--- src/sv/pgdfr_pkg.sv ---
// shared types and constants for the frontend message deframer
// no dependencies; imported by every module of the block
`default_nettype none

package pgdfr_pkg;

    localparam int unsigned OFFSET_WIDTH_DEFAULT = 27;
    localparam int unsigned BODY_OFFSET_W        = 27;

    localparam logic [31:0] MAX_TOTAL_DEFAULT = 32'h0400_0000;
    localparam logic [31:0] HDR_LEN           = 32'd4;
    localparam logic [2:0]  HDR_COUNT_FULL    = 3'd4;
    localparam logic [2:0]  HDR_COUNT_REUSE   = 3'd3;

    typedef enum logic [2:0] {
        PH_SU_LEN  = 3'd0,
        PH_SU_BODY = 3'd1,
        PH_TYPE    = 3'd2,
        PH_LEN     = 3'd3,
        PH_BODY    = 3'd4
    } frame_phase_t;

    typedef enum logic [2:0] {
        ROLE_SU_LEN  = 3'd0,
        ROLE_SU_BODY = 3'd1,
        ROLE_TYPE    = 3'd2,
        ROLE_LEN     = 3'd3,
        ROLE_BODY    = 3'd4,
        ROLE_DISCARD = 3'd5
    } byte_role_t;

    typedef struct packed {
        logic [7:0] data_byte;
        logic       chunk_end;
        logic       new_connection;
    } pgdfr_req_t;

    typedef struct packed {
        logic [7:0]               byte_out;
        byte_role_t               byte_role;
        logic [7:0]               message_type;
        logic [31:0]              declared_length;
        logic [BODY_OFFSET_W-1:0] body_offset;
        logic                     message_end;
        logic                     length_error;
    } pgdfr_rsp_t;

endpackage

`default_nettype wire

--- src/sv/pgdfr_input_stage.sv ---
// input register for byte requests
// depends on pgdfr_pkg for the request type
`default_nettype none

module pgdfr_input_stage
(
    input  wire                    clk,
    input  wire                    rst_n,
    input  wire                    in_valid,
    output logic                   in_stall,
    input  pgdfr_pkg::pgdfr_req_t  in_data,
    output logic                   s1_valid,
    output pgdfr_pkg::pgdfr_req_t  s1_data,
    input  wire                    s1_take
);
    import pgdfr_pkg::*;

    logic       valid_reg;
    logic       valid_next;
    pgdfr_req_t data_reg;
    pgdfr_req_t data_next;
    logic       accept;

    assign in_stall = valid_reg && !s1_take;
    assign accept   = in_valid && !in_stall;
    assign s1_valid = valid_reg;
    assign s1_data  = data_reg;

    always_comb
    begin
        valid_next = valid_reg;
        data_next  = data_reg;
        if (accept)
        begin
            valid_next = 1'b1;
            data_next  = in_data;
        end
        else if (s1_take)
        begin
            valid_next = 1'b0;
        end
    end

    always_ff @(posedge clk or negedge rst_n)
    begin
        if (!rst_n)
        begin
            valid_reg <= 1'b0;
        end
        else
        begin
            valid_reg <= valid_next;
        end
    end

    always_ff @(posedge clk)
    begin
        data_reg <= data_next;
    end

endmodule

`default_nettype wire

--- src/sv/pgdfr_framer.sv ---
// framing state and per-byte tagging logic
// depends on pgdfr_pkg for phases, roles and request/result types
`default_nettype none

module pgdfr_framer
#(
    parameter int unsigned OFFSET_WIDTH = pgdfr_pkg::OFFSET_WIDTH_DEFAULT
)
(
    input  wire                    clk,
    input  wire                    rst_n,
    input  wire                    cfg_write_en,
    input  wire  [31:0]            cfg_write_data,
    input  wire                    advance,
    input  pgdfr_pkg::pgdfr_req_t  req,
    output pgdfr_pkg::pgdfr_rsp_t  rsp
);
    import pgdfr_pkg::*;

    logic [31:0]             max_total_reg;

    logic                    startup_reg;
    logic                    startup_next;
    frame_phase_t            phase_reg;
    frame_phase_t            phase_next;
    logic [31:0]             hdr_reg;
    logic [31:0]             hdr_next;
    logic [2:0]              cnt_reg;
    logic [2:0]              cnt_next;
    logic [7:0]              type_reg;
    logic [7:0]              type_next;
    logic [31:0]             rem_reg;
    logic [31:0]             rem_next;
    logic [OFFSET_WIDTH-1:0] pos_reg;
    logic [OFFSET_WIDTH-1:0] pos_next;
    logic                    discard_reg;
    logic                    discard_next;

    logic                    c_startup;
    frame_phase_t            c_phase;
    logic [31:0]             c_hdr;
    logic [2:0]              c_cnt;
    logic [7:0]              c_type;
    logic [31:0]             c_rem;
    logic [OFFSET_WIDTH-1:0] c_pos;
    logic                    c_discard;

    logic [31:0]             hdr_shift;
    logic [2:0]              cnt_inc;
    logic [31:0]             rem_dec;

    // new connection clears framing before the byte is handled
    always_comb
    begin
        if (req.new_connection)
        begin
            c_startup = 1'b0;
            c_phase   = PH_SU_LEN;
            c_hdr     = '0;
            c_cnt     = '0;
            c_type    = '0;
            c_rem     = '0;
            c_pos     = '0;
            c_discard = 1'b0;
        end
        else
        begin
            c_startup = startup_reg;
            c_phase   = phase_reg;
            c_hdr     = hdr_reg;
            c_cnt     = cnt_reg;
            c_type    = type_reg;
            c_rem     = rem_reg;
            c_pos     = pos_reg;
            c_discard = discard_reg;
        end
    end

    assign hdr_shift = {c_hdr[23:0], req.data_byte};
    assign cnt_inc   = c_cnt + 3'd1;
    assign rem_dec   = (c_rem != 32'd0) ? (c_rem - 32'd1) : 32'd0;

    always_comb
    begin
        startup_next = c_startup;
        phase_next   = c_phase;
        hdr_next     = c_hdr;
        cnt_next     = c_cnt;
        type_next    = c_type;
        rem_next     = c_rem;
        pos_next     = c_pos;
        discard_next = c_discard;

        rsp.byte_out        = req.data_byte;
        rsp.byte_role       = ROLE_DISCARD;
        rsp.declared_length = '0;
        rsp.body_offset     = '0;
        rsp.message_end     = 1'b0;
        rsp.length_error    = 1'b0;

        if (c_discard)
        begin
            rsp.declared_length = c_hdr;
            if (req.chunk_end)
            begin
                discard_next = 1'b0;
                phase_next   = PH_TYPE;
            end
        end
        else
        begin
            case (c_phase)
                PH_SU_LEN:
                begin
                    rsp.byte_role = ROLE_SU_LEN;
                    hdr_next      = hdr_shift;
                    cnt_next      = cnt_inc;
                    if (cnt_inc >= HDR_COUNT_FULL)
                    begin
                        startup_next = 1'b1;
                        if (hdr_shift < HDR_LEN || hdr_shift > max_total_reg)
                        begin
                            // not a startup length: reuse as type plus three length bytes
                            type_next  = hdr_shift[31:24];
                            hdr_next   = {8'h00, hdr_shift[23:0]};
                            cnt_next   = HDR_COUNT_REUSE;
                            phase_next = PH_LEN;
                        end
                        else
                        begin
                            rsp.declared_length = hdr_shift;
                            if (hdr_shift == HDR_LEN)
                            begin
                                rsp.message_end = 1'b1;
                                phase_next      = PH_TYPE;
                            end
                            else
                            begin
                                rem_next   = hdr_shift - HDR_LEN;
                                pos_next   = '0;
                                phase_next = PH_SU_BODY;
                            end
                        end
                    end
                end
                PH_SU_BODY, PH_BODY:
                begin
                    rsp.byte_role       = (c_phase == PH_SU_BODY) ? ROLE_SU_BODY : ROLE_BODY;
                    rsp.declared_length = c_hdr;
                    rsp.body_offset     = BODY_OFFSET_W'(32'(c_pos));
                    pos_next            = c_pos + OFFSET_WIDTH'(1);
                    rem_next            = rem_dec;
                    if (rem_dec == 32'd0)
                    begin
                        rsp.message_end = 1'b1;
                        phase_next      = PH_TYPE;
                    end
                end
                PH_TYPE:
                begin
                    rsp.byte_role = ROLE_TYPE;
                    type_next     = req.data_byte;
                    hdr_next      = '0;
                    cnt_next      = '0;
                    phase_next    = PH_LEN;
                end
                default:
                begin
                    rsp.byte_role = ROLE_LEN;
                    hdr_next      = hdr_shift;
                    cnt_next      = cnt_inc;
                    if (cnt_inc >= HDR_COUNT_FULL)
                    begin
                        rsp.declared_length = hdr_shift;
                        // length + 1 > limit is the same as length >= limit
                        if (hdr_shift < HDR_LEN || hdr_shift >= max_total_reg)
                        begin
                            rsp.length_error = 1'b1;
                            phase_next       = PH_TYPE;
                            discard_next     = !req.chunk_end;
                        end
                        else if (hdr_shift == HDR_LEN)
                        begin
                            rsp.message_end = 1'b1;
                            phase_next      = PH_TYPE;
                        end
                        else
                        begin
                            rem_next   = hdr_shift - HDR_LEN;
                            pos_next   = '0;
                            phase_next = PH_BODY;
                        end
                    end
                end
            endcase
        end

        rsp.message_type = startup_next ? type_next : 8'h00;
    end

    always_ff @(posedge clk or negedge rst_n)
    begin
        if (!rst_n)
        begin
            max_total_reg <= MAX_TOTAL_DEFAULT;
        end
        else if (cfg_write_en)
        begin
            max_total_reg <= cfg_write_data;
        end
    end

    always_ff @(posedge clk or negedge rst_n)
    begin
        if (!rst_n)
        begin
            startup_reg <= 1'b0;
            phase_reg   <= PH_SU_LEN;
            hdr_reg     <= '0;
            cnt_reg     <= '0;
            type_reg    <= '0;
            rem_reg     <= '0;
            pos_reg     <= '0;
            discard_reg <= 1'b0;
        end
        else if (advance)
        begin
            startup_reg <= startup_next;
            phase_reg   <= phase_next;
            hdr_reg     <= hdr_next;
            cnt_reg     <= cnt_next;
            type_reg    <= type_next;
            rem_reg     <= rem_next;
            pos_reg     <= pos_next;
            discard_reg <= discard_next;
        end
    end

`ifndef NO_ASSERTIONS
    a_discard_phase: assert property (@(posedge clk) disable iff (!rst_n)
        discard_reg |-> phase_reg == PH_TYPE)
        else $error("discard mode outside type phase");

    a_err_on_len: assert property (@(posedge clk) disable iff (!rst_n)
        advance && rsp.length_error |-> rsp.byte_role == ROLE_LEN && !rsp.message_end)
        else $error("length error on a non-length byte");

    a_end_role: assert property (@(posedge clk) disable iff (!rst_n)
        advance && rsp.message_end |-> rsp.byte_role == ROLE_SU_LEN
            || rsp.byte_role == ROLE_SU_BODY || rsp.byte_role == ROLE_LEN
            || rsp.byte_role == ROLE_BODY)
        else $error("message end on a type or discarded byte");

    a_body_phase_rem: assert property (@(posedge clk) disable iff (!rst_n)
        (phase_reg == PH_SU_BODY || phase_reg == PH_BODY) && !discard_reg
            |-> rem_reg != 32'd0)
        else $error("body phase with nothing remaining");
`endif

endmodule

`default_nettype wire

--- src/sv/pgdfr_output_stage.sv ---
// result register toward the receiver
// depends on pgdfr_pkg for the result type
`default_nettype none

module pgdfr_output_stage
(
    input  wire                    clk,
    input  wire                    rst_n,
    input  wire                    s1_valid,
    output logic                   s1_take,
    input  pgdfr_pkg::pgdfr_rsp_t  s1_rsp,
    output logic                   out_valid,
    input  wire                    out_stall,
    output pgdfr_pkg::pgdfr_rsp_t  out_data
);
    import pgdfr_pkg::*;

    logic       valid_reg;
    logic       valid_next;
    pgdfr_rsp_t data_reg;
    pgdfr_rsp_t data_next;
    logic       load;

    assign s1_take   = !valid_reg || !out_stall;
    assign load      = s1_valid && s1_take;
    assign out_valid = valid_reg;
    assign out_data  = data_reg;

    always_comb
    begin
        valid_next = valid_reg;
        data_next  = data_reg;
        if (load)
        begin
            valid_next = 1'b1;
            data_next  = s1_rsp;
        end
        else if (!out_stall)
        begin
            valid_next = 1'b0;
        end
    end

    always_ff @(posedge clk or negedge rst_n)
    begin
        if (!rst_n)
        begin
            valid_reg <= 1'b0;
        end
        else
        begin
            valid_reg <= valid_next;
        end
    end

    always_ff @(posedge clk)
    begin
        data_reg <= data_next;
    end

endmodule

`default_nettype wire

--- src/sv/pg_frontend_message_deframer_unit.sv ---
// frontend message deframer: one client byte in, one tagged byte out
// uses pgdfr_pkg, pgdfr_input_stage, pgdfr_framer and pgdfr_output_stage
//
// usage
//   in channel: in_valid/in_stall carry one request per byte (data_byte,
//   chunk_end, new_connection). out channel: out_valid/out_stall carry one
//   result per request: the byte with its role, message type, declared
//   length, body offset, end mark and length error flag.
//   cfg_write_en/cfg_write_data set the largest accepted message size; write
//   only while no request is in flight.
// timing
//   out_valid rises once an accepted request has gone from the input
//   register into the result register; one request per cycle is sustained
//   while out_stall is low, set by the single framing step between the two.
// reset
//   rst_n clears framing to expect a startup length and loads the default
//   64 MiB limit; new_connection clears framing the same way for its byte.
// stall
//   a stalled result holds in the result register while one more request is
//   taken into the input register; in_stall rises after that.
`default_nettype none

module pg_frontend_message_deframer_unit
#(
    parameter int unsigned OFFSET_WIDTH = pgdfr_pkg::OFFSET_WIDTH_DEFAULT
)
(
    input  wire                    clk,
    input  wire                    rst_n,
    input  wire                    in_valid,
    output logic                   in_stall,
    input  pgdfr_pkg::pgdfr_req_t  in_data,
    output logic                   out_valid,
    input  wire                    out_stall,
    output pgdfr_pkg::pgdfr_rsp_t  out_data,
    input  wire                    cfg_write_en,
    input  wire  [31:0]            cfg_write_data
);
    import pgdfr_pkg::*;

    logic       s1_valid;
    logic       s1_take;
    pgdfr_req_t s1_data;
    pgdfr_rsp_t s1_rsp;
    logic       advance;

    assign advance = s1_valid && s1_take;

    pgdfr_input_stage u_input_stage
    (
        .clk      (clk),
        .rst_n    (rst_n),
        .in_valid (in_valid),
        .in_stall (in_stall),
        .in_data  (in_data),
        .s1_valid (s1_valid),
        .s1_data  (s1_data),
        .s1_take  (s1_take)
    );

    pgdfr_framer #(
        .OFFSET_WIDTH (OFFSET_WIDTH)
    ) u_framer
    (
        .clk            (clk),
        .rst_n          (rst_n),
        .cfg_write_en   (cfg_write_en),
        .cfg_write_data (cfg_write_data),
        .advance        (advance),
        .req            (s1_data),
        .rsp            (s1_rsp)
    );

    pgdfr_output_stage u_output_stage
    (
        .clk       (clk),
        .rst_n     (rst_n),
        .s1_valid  (s1_valid),
        .s1_take   (s1_take),
        .s1_rsp    (s1_rsp),
        .out_valid (out_valid),
        .out_stall (out_stall),
        .out_data  (out_data)
    );

`ifndef NO_ASSERTIONS
    a_stall_cause: assert property (@(posedge clk) disable iff (!rst_n)
        in_stall |-> out_valid && out_stall)
        else $error("input stalled without a stalled result");

    a_result_follows: assert property (@(posedge clk) disable iff (!rst_n)
        advance |=> out_valid)
        else $error("request advanced but no result shown");

    a_hold_stalled: assert property (@(posedge clk) disable iff (!rst_n)
        out_valid && out_stall |=> out_valid && $stable(out_data))
        else $error("stalled result changed");
`endif

endmodule

`default_nettype wire
--- config.mk ---
export PLATFORM = sky130hd
export DESIGN_NAME = pg_frontend_message_deframer_unit
export DESIGN_NICKNAME = d
export VERILOG_FILES = /design/src/sv/pgdfr_pkg.sv /design/src/sv/pgdfr_input_stage.sv /design/src/sv/pgdfr_framer.sv /design/src/sv/pgdfr_output_stage.sv /design/src/sv/pg_frontend_message_deframer_unit.sv
export SDC_FILE = /design/constraint.sdc
export NUM_CORES = 1
export LEC_CHECK = 0
export BUFFER_PORTS_ARGS = -buffer_cell sky130_fd_sc_hd__buf_2
export CAP_MARGIN = 20
export CELL_PAD_IN_SITES_DETAIL_PLACEMENT = 0
export CELL_PAD_IN_SITES_GLOBAL_PLACEMENT = 1
export CORE_MARGIN = 2
export CORE_UTILIZATION = 47
export CTS_CLUSTER_DIAMETER = 40
export DETAILED_ROUTE_END_ITERATION = 7
export GPL_TIMING_DRIVEN = 0
export PLACE_DENSITY_LB_ADDON = 0.12
export SLEW_MARGIN = 20
export SYNTH_ARGS = -nofsm -noshare
export SYNTH_HDL_FRONTEND = slang
export SYNTH_SLANG_ARGS = --single-unit
--- constraint.sdc ---
create_clock -name clk -period 5.6 [get_ports clk]
set_input_delay 0.28 -clock clk [delete_from_list [all_inputs] [get_ports clk]]
set_output_delay 0.28 -clock clk [all_outputs]
set_load 0.02 [all_outputs]
==> impl_metrics.toml <==
[drt]
drt-total-wl_um = 56200
drc = 0
via_per_inst = 6.46
drt_iter0_drc = 1397
vias = 13978
routedWlPerCell_um = 26.0
dr.pass1.iters = 8
ant_nets = 0

[floorplanning]
initial_utilization_pct = 47.8
std_cell_rows = 63
die_y_um = 178
die_area_um2 = 31500
io-pin-count = 129
fp.dieW_um = 178
coreArea_um2 = 29600

[synthesis]
synth_cell_types = 97
ys.flop_type = "dfrtp_1"
syn_nets = 1609
syn_inst = 1525
async_flop_share_pct = 61.0
syn_area_um2 = 14200
synth_seq_area_share_pct = 44.0
synth_edf_count = 90
ys_seq_elements = 231
syn_area_per_cell_um2 = 9.28
ys_warn_count = 0

[setup_path]
worst-r2r-cell-count = 14
cp.required_ns = 5.96
worstPathArrival_ns = 5.84
critical_path_class = "register to register"
cp-end-kind = "register"
critPathMaxFanout = 10
worstSetupStartpointType = "register"

[run]
maxCapViolCount = 0

[timing]
final-setup-viol-count = 0
rsz0062_at_grt = "false"
tightest_slew_ns = 1.10
period_needed_ns = 5.48
period_share_pct = 97.8
final_hold_viol_count = 0
slew_viol_final = 0
max_slew_margin_pct = 26.5
skew_ns = 0.0338
max_freq_ghz = 0.183

[clock_tree]
cts_buffers = 40
clk_latency_ns = 0.55
clock-sinks = 231
cts_tree = "yes"
clock_path_buffers = 3
path_clk_slew_ns = 0.06
ctsRootBufferMaster = "clkbuf_16"
ctsHtreeMaxLevel = 2

[cells_and_area]
seq_area_um2 = 6230
final_common_cell = "nand2_1"
fin_cells = 2163
drive_gt1_share_pct = 16.4
design_area_um2 = 17200
insertedDiodeCount = 0
layout_common_cells = "151 x nand2_1, 146 x buf_2, 140 x dfrtp_1"
largest_reg_flops = 80
num-fill-cells = 2709
multi_input_area_um2 = 7270
nets = 1825
area_growth_pct = 21.7

[grt]
grt_pass1_wl_um = 84400
antenna_found_initial = 0
overflow = 0
grt_max_degree = 73
first_global_vias = 13475
track_usage_pct = 36.0

[hold_path]
hold-path-cell-count = 3
hold_class = "input pin to register"

[power_and_ir_drop]
leakage_nw = 7.05
ir_worst_vdd_mv = 0.251
power_density_nw_per_um2 = 388
totalPowerFinal_w = 0.00669

[placed_design]
place_hpwl_um = 40500
dpl_cell_area_um2 = 15300
port_buffers = 127
gp_congestion = 1.02
placedCellCount = 2044

[status]
status = "completed"
## metrics by stage
| stage | worst slack [ns] | setup TNS, ns | hold slack (ns) | util, % |
|---|---|---|---|---|
| 2_1_floorplan | 1.01 | 0 | -0.0156 | - |
| 3_3_place_gp | -1.95 | -186.19 | 0.449 | 51.6 |
| 3_5_place_dp | -1.93 | -185.31 | 0.296 | 51.8 |
| 4_1_cts | -0.0267 | -0.0655 | 0.127 | 58.0 |
| 5_1_grt | 0.00248 | 0 | 0.204 | 58.1 |
| 6_report | 0.124 | 0 | 0.134 | 58.1 |
## worst max-delay path, cell delays in order, from the launching register on
cell,delay (ns)
edfxtp_1,0.43
inv_2,0.19
clkbuf_1,0.59
clkbuf_1,0.72
nand2_1,0.21
ha_1,0.26
clkbuf_1,0.29
and2_1,0.36
nor2_1,0.36
o31ai_1,0.11
a22oi_1,0.40
nand2_1,0.09
nor4_1,0.76
nand3_1,0.27
a21oi_1,0.27
## area by class of cell
type                    instances  area share (%)
clock inverters                27            1.66
plain buffers                 115            2.99
well taps                     390            2.83
clock buffers                  47            6.14
flip-flops and latches        231            36.2
inverters                      59            1.30
repair buffers                175            6.72
multi-input cells            1119            42.2
## cells by family after synthesis
family                     after synthesis  synth area share [%]
AOI/OAI and AO/OA                      507                  25.3
DFF                                    231                  44.0
muxes                                   24                  1.74
adders and majority gates               37                  3.27
buffers and inverters                  175                  5.08
xor gates and xnor gates                24                  1.48
and+or+nand+nor                        527                  19.1
## Yosys cell counts (5+ instances only)
library cell | n | area, um2
nand2_1 | 151 | 567
dfrtp_1 | 140 | 3500
nor2_1 | 105 | 394
a21oi_1 | 102 | 510
o21ai_0 | 95 | 475
edfxtp_1 | 90 | 2700
clkbuf_1 | 79 | 297
a22o_1 | 70 | 613
inv_1 | 57 | 214
nor2b_1 | 39 | 244
ha_1 | 37 | 463
nor3_1 | 37 | 185
a31oi_1 | 35 | 219
nand3_1 | 34 | 170
and3_1 | 33 | 206
o21ai_1 | 23 | 115
nand4_1 | 21 | 131
nor4_1 | 21 | 131
buf_2 | 20 | 100
mux2i_1 | 19 | 190
a211oi_1 | 17 | 128
xnor2_1 | 17 | 149
o31ai_1 | 16 | 120
or3_1 | 15 | 93.8
o22ai_1 | 14 | 87.6
o211ai_1 | 13 | 97.6
buf_1 | 11 | 41.3
o41ai_1 | 10 | 87.6
or4_1 | 10 | 75.1
a21o_1 | 9 | 67.6
a221o_1 | 9 | 90.1
nand2b_1 | 9 | 56.3
o21a_1 | 9 | 67.6
or2_2 | 9 | 56.3
and2_1 | 8 | 50.1
a22oi_1 | 7 | 52.6
a31oi_4 | 7 | 149
xor2_1 | 7 | 61.3
o221ai_1 | 6 | 52.6
o31a_1 | 6 | 52.6
a221oi_1 | 5 | 43.8
## layer usage
layer	vias up	track usage, %	share of wire [%]
met1	6760	49.2	41
met2	829	55.3	44
met4	0	17.8	5.4
li1	6203	-	-
met5	-	0	0
met3	186	5.98	9.1
## where the power goes
group	switching (W)	internal, W	leakage, nW	total [W]
combinational	0.00144	0.000673	3.64	0.00211
sequential	0.000179	0.00195	2.75	0.00213
clock	0.000955	0.00149	0.652	0.00244
total	0.00257	0.00412	7.05	0.00669
## path summary, 6_finish.rpt
path	startpoint	end	slack (ns)
max	u_input_stage.s1_data[0]	u_output_stage.out_data[1]	0.12
max reg2reg	u_input_stage.s1_data[0]	u_output_stage.out_data[1]	0.12
max in group asynchronous	rst_n	u_framer.pos_reg[0]	4.51
min	cfg_write_en	u_framer.max_total_reg[1]	0.13
min in group asynchronous	rst_n	u_framer.max_total_reg[14]	0.28
min reg2reg	u_input_stage.s1_data[6]	u_output_stage.out_data[76]	0.49
## what timing repair did
action / CTS / global route
hold buffers: 45 / 0
resized for setup: 12 / 13
hold endpoints to repair: 113 / 0
endpoints found under the setup margin: 125 / 98
pin swaps: 2 / 1
setup buffers: 1 / 0
(Power assumes the default switching activity.)
